===== config.mk =====
export PLATFORM = sky130hd
export DESIGN_NAME = lisl_cell
export DESIGN_NICKNAME = d
export VERILOG_FILES = /design/src/rtl/longest_increasing_subsequence_lengths_defines.svh /design/src/rtl/lisl_pkg.sv /design/src/rtl/lisl_cell.sv
export SDC_FILE = /design/constraint.sdc
export NUM_CORES = 1
export LEC_CHECK = 0
export ABC_CLOCK_PERIOD_IN_PS = 2760
export BUFFER_PORTS_ARGS = -buffer_cell sky130_fd_sc_hd__buf_4
export CELL_PAD_IN_SITES_DETAIL_PLACEMENT = 0
export CELL_PAD_IN_SITES_GLOBAL_PLACEMENT = 1
export CORE_MARGIN = 2
export CORE_UTILIZATION = 35
export CTS_BUF_LIST = sky130_fd_sc_hd__clkbuf_8
export DETAILED_ROUTE_END_ITERATION = 10
export GPL_TIMING_DRIVEN = 0
export PLACE_DENSITY_LB_ADDON = 0.1
export REMOVE_ABC_BUFFERS = 1
export SLEW_MARGIN = 25
export SYNTH_ARGS = -nofsm -noshare
export SYNTH_HDL_FRONTEND = slang
export SYNTH_SLANG_ARGS = --single-unit

===== constraint.sdc =====
create_clock -name clk -period 2.76 [get_ports clk]
set_clock_uncertainty 0.05 [all_clocks]
set_input_delay 0.414 -clock clk [delete_from_list [all_inputs] [get_ports clk]]
set_output_delay 0.414 -clock clk [all_outputs]
set_load 0.005 [all_outputs]

===== src/rtl/longest_increasing_subsequence_lengths_defines.svh =====
// Assertion macros for the longest increasing subsequence block.
// Included by modules that check their own logic; expects clk and rst_n in scope.
`ifndef LONGEST_INCREASING_SUBSEQUENCE_LENGTHS_DEFINES_SVH
`define LONGEST_INCREASING_SUBSEQUENCE_LENGTHS_DEFINES_SVH

`ifndef SYNTHESIS
`define LISL_ASSERT(lbl, prop) \
    lbl: assert property (@(posedge clk) disable iff (!rst_n) prop) \
        else $error("lisl assertion failed");
`define LISL_NEVER(lbl, expr) \
    lbl: assert property (@(posedge clk) disable iff (!rst_n) !(expr)) \
        else $error("lisl forbidden condition seen");
`else
`define LISL_ASSERT(lbl, prop)
`define LISL_NEVER(lbl, expr)
`endif

`endif


===== src/rtl/lisl_pkg.sv =====
// Shared constants and types for the longest increasing subsequence block.
// Used by lisl_cell and longest_increasing_subsequence_lengths; no dependencies.
package lisl_pkg;

    localparam int MAX_ELEMENTS = 128;
    localparam int VAL_W        = 32;
    localparam int LEN_W        = 8;
    localparam int CNT_W        = $clog2(MAX_ELEMENTS + 1);

    localparam logic [LEN_W-1:0] LEN_MAX = '1;

    // Search word walking down the cell row
    typedef struct packed {
        logic signed [VAL_W-1:0] value;
        logic [LEN_W-1:0]        best;
        logic [CNT_W-1:0]        rem;
        logic                    last;
    } tok_t;

    // Completion report of one cell
    typedef struct packed {
        logic             done;
        logic [LEN_W-1:0] run;
        logic             last;
    } res_t;

endpackage


===== src/rtl/lisl_cell.sv =====
// One cell of the search row: stores one element and its run length.
// Depends on lisl_pkg; instantiated in a chain by the top level.
module lisl_cell (
    input  logic        clk,
    input  logic        rst_n,
    input  logic        hold,
    input  logic        tok_vld_in,
    input  lisl_pkg::tok_t tok_in,
    output logic        tok_vld_out,
    output lisl_pkg::tok_t tok_out,
    output lisl_pkg::res_t res
);
    import lisl_pkg::*;

    logic                    tok_vld_reg;
    tok_t                    tok_reg;
    logic signed [VAL_W-1:0] val_reg;
    logic [LEN_W-1:0]        len_reg;
    logic                    hit;
    logic [LEN_W-1:0]        run;
    logic                    better;

    assign hit = tok_vld_reg && (tok_reg.rem == '0);
    assign run = (tok_reg.best == LEN_MAX) ? LEN_MAX : tok_reg.best + LEN_W'(1);

    // Stored entry counts only if strictly smaller and longer than best so far
    assign better = ($signed(val_reg) < $signed(tok_reg.value)) && (len_reg > tok_reg.best);

    always_comb
    begin
        tok_vld_out   = tok_vld_reg && !hit;
        tok_out.value = tok_reg.value;
        tok_out.best  = better ? len_reg : tok_reg.best;
        tok_out.rem   = tok_reg.rem - CNT_W'(1);
        tok_out.last  = tok_reg.last;
        res.done      = hit;
        res.run       = run;
        res.last      = tok_reg.last;
    end

    always_ff @(posedge clk or negedge rst_n)
    begin
        if (!rst_n)
        begin
            tok_vld_reg <= 1'b0;
        end
        else if (!hold)
        begin
            tok_vld_reg <= tok_vld_in;
        end
    end

    always_ff @(posedge clk)
    begin
        if (!hold)
        begin
            tok_reg <= tok_in;
        end
        if (hit && !hold)
        begin
            val_reg <= tok_reg.value;
            len_reg <= run;
        end
    end

endmodule


==> results.md, run 1 <==
* Via count at 2529
* Synth top area share at 60.5%
* I/O pins at 113
* Min-Delay Path Class: in2reg
* Initial Utilization at ~35%
* Synth area leader: edfxtp_1
* GPL Wtd Cong at 0.745
* Max clock buf depth at 2
* Final Power at approximately 3.1 mW
* Tot GR Track Use at ~13%
* WS Path Type: reg2out
* Final Instance Area at 0.00561 mm^2
* Pwr/cell area at 546 mW/mm^2
* Die width at about 120 um
* Post-synth EDFFs at 89
* Setup ws final at -0.476 ns
* RSZ-0062 raised after global routing: yes
* Reg clk slew, reported paths at 0.09 ns
* Hold EP: tok_out[37]
* Seq/Total Area, Yosys at 61.1%
* Mux cell area share after synthesis at 3.20%
* Post-DP Area at 0.00523 mm^2
* Avg Inst Size Synth at 13.7 um^2
* Reg2reg path depth at 4
* R2R Setup Slk at 0.29 ns
* Pre-CTS WS at -0.401 ns
* Synth cell count leaders: edfxtp_1, inv_1, ha_1
* Tcrit/Tclk final at 117%
* Synth Area in Simple Gates at 7.34%
* Failing checks: setup timing
* Crit-path max FO at 8
* Max-cap violations at 0
* Final hold violations at 0
* Count leader, synth: edfxtp_1
* Gr ovfl total at 0
* Final net count at 514
* CTS tree: done
* Clock Latency Late Sink at about 0.37 ns
* Largest cells by area after synthesis: edfxtp_1, ha_1, buf_4, inv_1, mux2_4
* Kind of start point of the critical path: flop
* Post-synthesis register bit count at 90
* Leak Pwr at 2.42 nW
* Util after Layout at ~45%
* Count of final max-slew check failures at 0
* Async S/R FF share, synth at under 10%
* Hold Path Origin: tok_in[37]
* Post-Route WL at just under 8000 um
* Main combinational cell family by area after synthesis: adder cells
* Top_reg_cell synth: edfxtp_1
* Worst EP required at about 2.3 ns
* Antenna violations before repair at 0
* Max VDD drop at about 0.41 mV
* Fmax at 309 MHz
* Final HPWL DP at 5790 um
* Area of the die at between 0.01 and 0.015 mm^2
* Worst reg2reg startpoint: tok_reg[3]
* Adder-Cell Fraction of Synth Area at 11.6%
* Total CTS buffers at 9
* Initial drt markers at 86
* CTS sink cnt at 90
* Die height at 116 um
* Distinct cells, synth at 40
* Slew at the pin closest to its max-slew limit at about 0.64 ns
* Status: finished, violations left
* 1st-pass router iterations at 4
* Share of layout cells above drive strength 1 at between 30% and 40%
* Area delta synth->final at 26.9%
* Avg WL per Cell at 13.2 um
* I/O Buffers at 112
* Vias in the first global route at between 2000 and 3000
* Synth Cell Area at 0.00442 mm^2
* Hold path depth at 1
* Crit Reg-Reg Endpoint: len_reg[2]
* DRT antenna net count at 0
* Fin cells at 597
* Xor/xnor share of the synthesized area at 1.98%
* # DRC at 0
* Placed instance count at 572
* Final worst path period need at between 3 and 4 ns
* H-tree depth at 3
* Std-Cell Rows at 41
* Worst setup EP type: output pin
* Worst slew margin at 57.7%
* Fillers at around 1200
* Largest net degree at the start of global routing at 51
* Ys Warns at 0
* Via density at 4.24
* Mapped Cells at 323
* Root Driver: clkbuf_8
* Antenna cells at 0
* Compound-gate portion of the synthesized area at between 4 and 5%
* Setup violators final at 8
* Core Region at 0.0125 mm^2
* First-pass GRT wire length at 12700 um
* Data arrival, critical path at 2.77 ns
## layout by cell type, fill, tap and decap left out, types with 7 or more instances in the layout
master    netlist  routed
a21oi_1        10      10
buf_4          35     112
buf_6           1       8
clkbuf_8        0       9
edfxtp_1       89      89
ha_1           41      40
inv_1          44      43
mux2_4          8       8
nand2_1        16      16
nand3_1         9       9
nor2_1         14      13
xnor2_1         7       7
## repair_timing
item	CTS	global route
setup buffers	7	1
pin swaps	4	5
setup endpoints to repair	8	27
resized for setup	14	2
hold buffers	1	0
endpoints found under the hold margin	1	0
## cells by family after synthesis
| family | count (synthesis) |
|---|---|
| multiplexers | 10 |
| XOR/XNOR | 10 |
| AO/OA/AOI/OAI | 31 |
| buffers and inverters | 81 |
| flip-flops | 90 |
| adder cells (fa/ha/maj) | 41 |
| AND/OR/NAND/NOR | 60 |
## worst max-delay path, stage by stage (launching register included)
cell and delay [ns]:
edfxtp_1 0.37, inv_1 0.06, ha_1 0.29, nand4_1 0.10, a211o_1 0.29, a2111oi_4 0.31, o211ai_1 0.19, a22o_4 0.35
mux2_4 0.32, buf_6 0.12
## metrics by stage
stage | TNS [ns] | hold slack (ns)
floorplan | -10.60 | 0.0684
global placement | -66.33 | 0.140
detailed placement | -3.14 | 0.142
CTS | -4.42 | 0.127
global route | -5.32 | 0.121
finish | -3.76 | 0.157
## how the worst max path moves through the flow
stage                     start     endpoint  slack, ns  cells past startpoint
finish              tok_out[22]  tok_out[16]      -0.48                      9
global route        tok_out[24]  tok_out[12]      -0.67                      9
CTS                 tok_out[19]  tok_out[10]      -0.56                      9
detailed placement  tok_reg[11]  tok_out[10]      -0.40                     10
global placement           hold  val_reg[29]      -1.59                      3
floorplan                  hold   len_reg[0]      -0.27                      2
## per-layer routing
metal | vias to the layer above | global-route usage, % | part of all wire, %
li1 | 1312 | - | -
met1 | 1145 | 14.6 | 43
met2 | 63 | 20.9 | 49
met3 | 9 | 5.81 | 7.1
met4 | 0 | 4.52 | 1.5
met5 | - | 0 | 0
## final cells by class
class | instances | area [um^2] | share of cell area, %
clock inverter | 7 | 100 | 1.79
sequential | 90 | 2700 | 48.1
clock buffer | 9 | 124 | 2.21
multi-input combinational | 152 | 1330 | 23.7
timing repair buffer | 122 | 968 | 17.3
inverter | 45 | 171 | 3.06
tap | 172 | 215 | 3.84
## where the power goes
part	switching [mW]	internal, mW	total, mW
Sequential	0.0480	1.58	1.63
Combinational	0.172	0.251	0.423
Clock	0.497	0.518	1.01
Note: power is estimated with default switching activity, not from simulation.
==> run 2, diff against run 1 <==
- SETUP_SLACK_MARGIN: default -> 0.4
==> run 2 against run 1 <==
Against the previous run:
- the run still ends with setup timing left
- first-iteration DRC count grew 4.7%
- non-clock buffer count grew 6
- largest cell class unchanged
- die area is the same
==> results.md, run 2 (synthesized netlist as in run 1, its figures left out) <==
* Failing checks: setup timing
* Fmax at 309 MHz
* H-tree depth at 3
* Leak Pwr at 2.46 nW
* CTS sink cnt at 90
* GPL Wtd Cong at 0.745
* I/O Buffers at around 110
* Switching power total at about 730 uW
* Avg WL per Cell at 13.5 um
* Setup violators final at 8
* Most common cell after layout, fill and taps aside: buf_4
* Total CTS buffers at 9
* First-pass GRT wire length at 13000 um
* Antenna violations before repair at 0
* Final worst path period need at 3.24 ns
* Area delta synth->final at 29.3%
* Via count at 2571
* Min-Delay Path Class: in2reg
* Worst EP required at 2.30 ns
* Worst setup EP type: output pin
* Final hold slack at 0.157 ns
* Max-cap violations at 0
* RSZ-0062 raised after global routing: yes
* Crit-path max FO at 8
* Post-Route WL at between 8000 and 9000 um
* Root Driver: clkbuf_8
* Setup TNS after final layout at -3.79 ns
* Switching Share at a little under a quarter
* Final net count at 521
* Comb power frac at 14.3%
* Area of the die at 0.0135 mm^2
* Status: finished, violations left
* Antenna cells at 0
* Tot GR Track Use at 13.0%
* Fillers at 1150
* # DRC at 0
* Count of final max-slew check failures at 0
* Pwr/cell area at about 540 mW/mm^2
* Sequential power share at 52.8%
* CTS tree: done
* Largest net degree at the start of global routing at 52
* Data arrival, critical path at 2.78 ns
* Max incr delay on CP at 0.37 ns
* WS Path Type: reg2out
* Reg clk slew, reported paths at 0.09 ns
* Final HPWL DP at roughly 5800 um
* Std-Cell Rows at 41
* I/O pins at between 100 and 150
* Kind of start point of the critical path: flop
* Clock power share at between 30 and 40%
* Setup ws final at -0.480 ns
* Cell Int Power at 2.35 mW
* Core Region at 0.0125 mm^2
* R2R Setup Slk at between 0.5 and 0.6 ns
* Clock Latency Late Sink at approximately 0.37 ns
* Max clock buf depth at 2
* Final hold violations at 0
* Most frequent cells in the layout: buf_4, edfxtp_1, inv_1
* Die width at between 100 and 150 um
* Vias in the first global route at about 2600
* DRT antenna net count at 0
* Critical path's slowest cell: edfxtp_1
* CP cell instances: inv_1 -> ha_1 -> nand4_1 -> a211o_1 -> a2111oi_4 -> o211ai_1 -> a22o_4 -> mux2_4 -> buf_6
* Gr ovfl total at 0
* Worst slew margin at 57.1%
* Pre-CTS WS at -0.401 ns
* Slew at the pin closest to its max-slew limit at around 0.64 ns
* Via density at 4.26
* Die height at about 120 um
* Tcrit/Tclk final at 117%
* Share of layout cells above drive strength 1 at 39.8%
* Initial Utilization at 35.4%
* Max VDD drop at 0.396 mV
* 1st-pass router iterations at 4
* Initial drt markers at 90
[run 2: timing repair]
item	in CTS	in global routing
cloned	1	0
endpoints found under the hold margin	1	0
gates resized for setup	22	4
setup buffers	12	2
endpoints found under the setup margin	58	35
pin swaps	6	7
hold buffers	1	0
[run 2: power groups by stage]
stage	registers (mW)	logic [mW]	clock network, mW
5_1_grt	1.64	0.496	1.11
2_1_floorplan	1.65	0.177	0
4_1_cts	1.63	0.443	1.06
6_report	1.63	0.441	1.01
3_3_place_gp	1.66	0.393	0
3_5_place_dp	1.66	0.395	0
[run 2: per-layer routing]
layer	routed length, um	vias up	global-route usage (%)
met5	0	-	0
met4	117	0	4.52
met3	560	9	5.81
met2	4010	63	21.6
met1	3460	1165	15.1
li1	-	1334	-
[run 2: cell type report]
class	instances	area (um^2)	area share, %
sequential	90	2700	47.2
timing repair buffer	128	1010	17.7
tap	172	215	3.77
inverter	45	171	3.00
multi-input combinational	153	1390	24.3
clock buffer	9	124	2.17
clock inverter	7	100	1.75
[run 2: path summary, 6_finish.rpt]
| check | startpoint | depth (start not counted) | end |
|---|---|---|---|
| min | tok_in[37] | 1 | tok_out[37] |
| min in group asynchronous | rst_n | 2 | tok_vld_reg |
| max reg2reg | tok_reg[6] | 5 | len_reg[5] |
| max | tok_out[22] | 9 | tok_out[16] |
| min reg2reg | tok_out[26] | 0 | val_reg[9] |
| max in group asynchronous | rst_n | 2 | tok_vld_reg |
[run 2: worst max-delay path: cells and delay by family (launching register included)]
| family | cells | cell delay (ns) |
|---|---|---|
| compound gates | 4 | 1.14 |
| fa+ha+maj | 1 | 0.30 |
| buf+inv | 2 | 0.18 |
| flops | 1 | 0.37 |
| mux | 1 | 0.33 |
| simple gates | 1 | 0.10 |
[run 2: metrics by stage]
| step | cell area, um^2 | util, % | std cells | power [mW] |
|---|---|---|---|---|
| 3_5_place_dp | 5230 | 42.0 | 572 | 2.06 |
| 2_1_floorplan | 4140 | - | 287 | 1.83 |
| 3_3_place_gp | 5200 | 41.7 | 571 | 2.05 |
| 4_1_cts | 5680 | 45.5 | 602 | 3.13 |
| 5_1_grt | 5710 | 45.8 | 604 | 3.24 |
| 6_report | 5710 | 45.8 | 604 | 3.08 |
==> run 3, diff against run 2 <==
--- a/config.mk
+++ b/config.mk
@@ -13,3 +13,2 @@
 export CORE_UTILIZATION = 35
-export CTS_BUF_LIST = sky130_fd_sc_hd__clkbuf_8
 export DETAILED_ROUTE_END_ITERATION = 10
==> constraint.sdc (replaced) <==
create_clock -name clk -period 2.76 [get_ports clk]
set_clock_uncertainty 0.05 [all_clocks]
set_input_delay 0.828 -clock clk [delete_from_list [all_inputs] [get_ports clk]]
set_output_delay 0.828 -clock clk [all_outputs]
set_load 0.005 [all_outputs]
==> run 3 against run 2 <==
Against the previous run:
- the flow still finishes with violations (setup timing)
- hold slack gained 0.041 ns
- routed wire length shrank 0.14%
- final cell count grew 0.99%
- total power grew 12%
- fmax shrank 10%
- register-to-register slack lost 0.12 ns
- global-route usage shrank 0.13 points
==> results.md, run 3 (synthesized netlist as in run 1, its figures left out) <==
* Kind of start point of the critical path: flop
* Tcrit/Tclk final at 131%
* Via density at 4.27
* RSZ-0062 raised after global routing: yes
* Tot GR Track Use at 12.9%
* Final worst path period need at about 3.6 ns
* # DRC at 0
* Setup violators final at 8
* Util after Layout at 48.2%
* Via count at 2603
* Worst setup EP type: output pin
* DRT antenna net count at 0
* Post-DP Area at 0.00523 mm^2
* Worst EP required at about 1.9 ns
* First-pass GRT wire length at ~13000 um
* GPL Wtd Cong at ~0.74
* CP Buf/Inv Count at 2
* WS Path Type: reg2out
* Hold buffer count at CTS at 0
* H-tree depth at 3
* Largest net degree at the start of global routing at 51
* Die height at roughly 120 um
* Slew at the pin closest to its max-slew limit at 0.638 ns
* Root Driver: clkbuf_16
* Final hold violations at 0
* Die width at ~120 um
* Final HPWL DP at approximately 5800 um
* Cell family with most CP delay: compound AO/OA/AOI/OAI gates
* Most frequent cells in the layout: buf_4, edfxtp_1, inv_1
* Worst slew margin at 57.5%
* 1st-pass router iterations at 4
* Reg2reg path depth at 5
* Setup TNS after final layout at -6.71 ns
* Share of layout cells above drive strength 1 at 46.1%
* CTS sink cnt at 90
* Status: finished, violations left
* Reg clk slew, reported paths at around 0.06 ns
* Leak Pwr at 2.56 nW
* Min-Delay Path Class: in2async
* Fmax at between 200 and 300 MHz
* Final Instance Area at 0.00601 mm^2
* Gr ovfl total at 0
* Initial Utilization at 35.4%
* Final net count at roughly 530
* Count of final max-slew check failures at 0
* Area of the die at 0.0135 mm^2
* Crit-path max FO at 8
* Failing checks: setup timing
* Final hold slack at roughly 0.2 ns
* CTS tree: done
* Max-cap violations at 0
* Area delta synth->final at 36.1%
* Std-Cell Rows at between 40 and 50
* CP cell instances: inv_1 -> ha_1 -> nand3_1 -> o21bai_1 -> a31oi_1 -> a211oi_2 -> nor4_2 -> a22o_4 -> mux2_4 -> buf_6
* Data arrival, critical path at 2.73 ns
* Avg WL per Cell at 13.3 um
* Final Power at 3.45 mW
* Max VDD drop at 0.559 mV
* Core Region at approximately 0.012 mm^2
* Vias in the first global route at 2646
* Total CTS buffers at 9
* Max incr delay on CP at between 0.3 and 0.4 ns
* Most common cell after layout, fill and taps aside: buf_4
* Setup ws final at -0.845 ns
* Max clock buf depth at 2
* Antenna violations before repair at 0
* I/O pins at 113
* Clock Latency Late Sink at approximately 0.34 ns
* Pwr/cell area at 574 mW/mm^2
* Levels on crit path at 10
* I/O Buffers at 112
* Initial drt markers at 73
* Post-Route WL at 8140 um
* Antenna cells at 0
* Critical path's slowest cell: edfxtp_1
[run 3: worst register-to-register path: stages (launching register included)]
cell and delay, ns:
edfxtp_1 0.42, or4_4 0.58, nor4_4 0.21, buf_4 0.16
and3_4 0.40, buf_16 0.22
[run 3: layer usage]
layer | global-route usage (%) | share of wire [%] | wire length, um
met1 | 15.0 | 42 | 3450
met2 | 21.2 | 49 | 4010
met3 | 5.81 | 7.0 | 572
met4 | 4.52 | 1.3 | 109
met5 | 0 | 0 | 0
[run 3: layout make-up]
type                    instances  area, um^2
clock buffers                   9         225
clock inverters                 7         100
fillers                      1123        6460
inverters                      45         171
multi-input cells             152        1500
flip-flops and latches         90        2700
well taps                     172         215
repair buffers                135        1100
[run 3: worst paths after layout]
check | startpoint | end | slack (ns)
worst min register to register | tok_out[26] | val_reg[9] | 0.42
worst min-delay path | rst_n | tok_vld_reg | 0.20
worst max-delay path | tok_reg[13] | tok_out[10] | -0.85
min in group clk | tok_out[26] | val_reg[9] | 0.42
worst max register to register | tok_reg[3] | len_reg[1] | 0.42
max in group asynchronous | rst_n | tok_vld_reg | 2.38
[run 3: power breakdown]
| group | total [mW] | leakage (nW) | switching, mW | internal, mW |
|---|---|---|---|---|
| registers | 1.63 | 0.851 | 0.0516 | 1.58 |
| clock network | 1.33 | 0.160 | 0.526 | 0.801 |
| logic | 0.491 | 1.55 | 0.197 | 0.294 |
| total | 3.45 | 2.56 | 0.775 | 2.67 |
[run 3: stage by stage]
step                std cells  setup slack, ns
floorplan                 287           -0.679
global placement          571            -2.01
detailed placement        572           -0.815
CTS                       600           -0.920
global route              610            -1.02
finish                    610           -0.845
[run 3: repair_timing]
| item | in CTS | in global routing |
|---|---|---|
| pin swaps | 4 | 11 |
| cloned | 0 | 0 |
| resized for setup | 30 | 36 |
| buffers inserted | 12 | 10 |
| endpoints found under the setup margin | 61 | 23 |
| hold endpoints to repair | 0 | 0 |
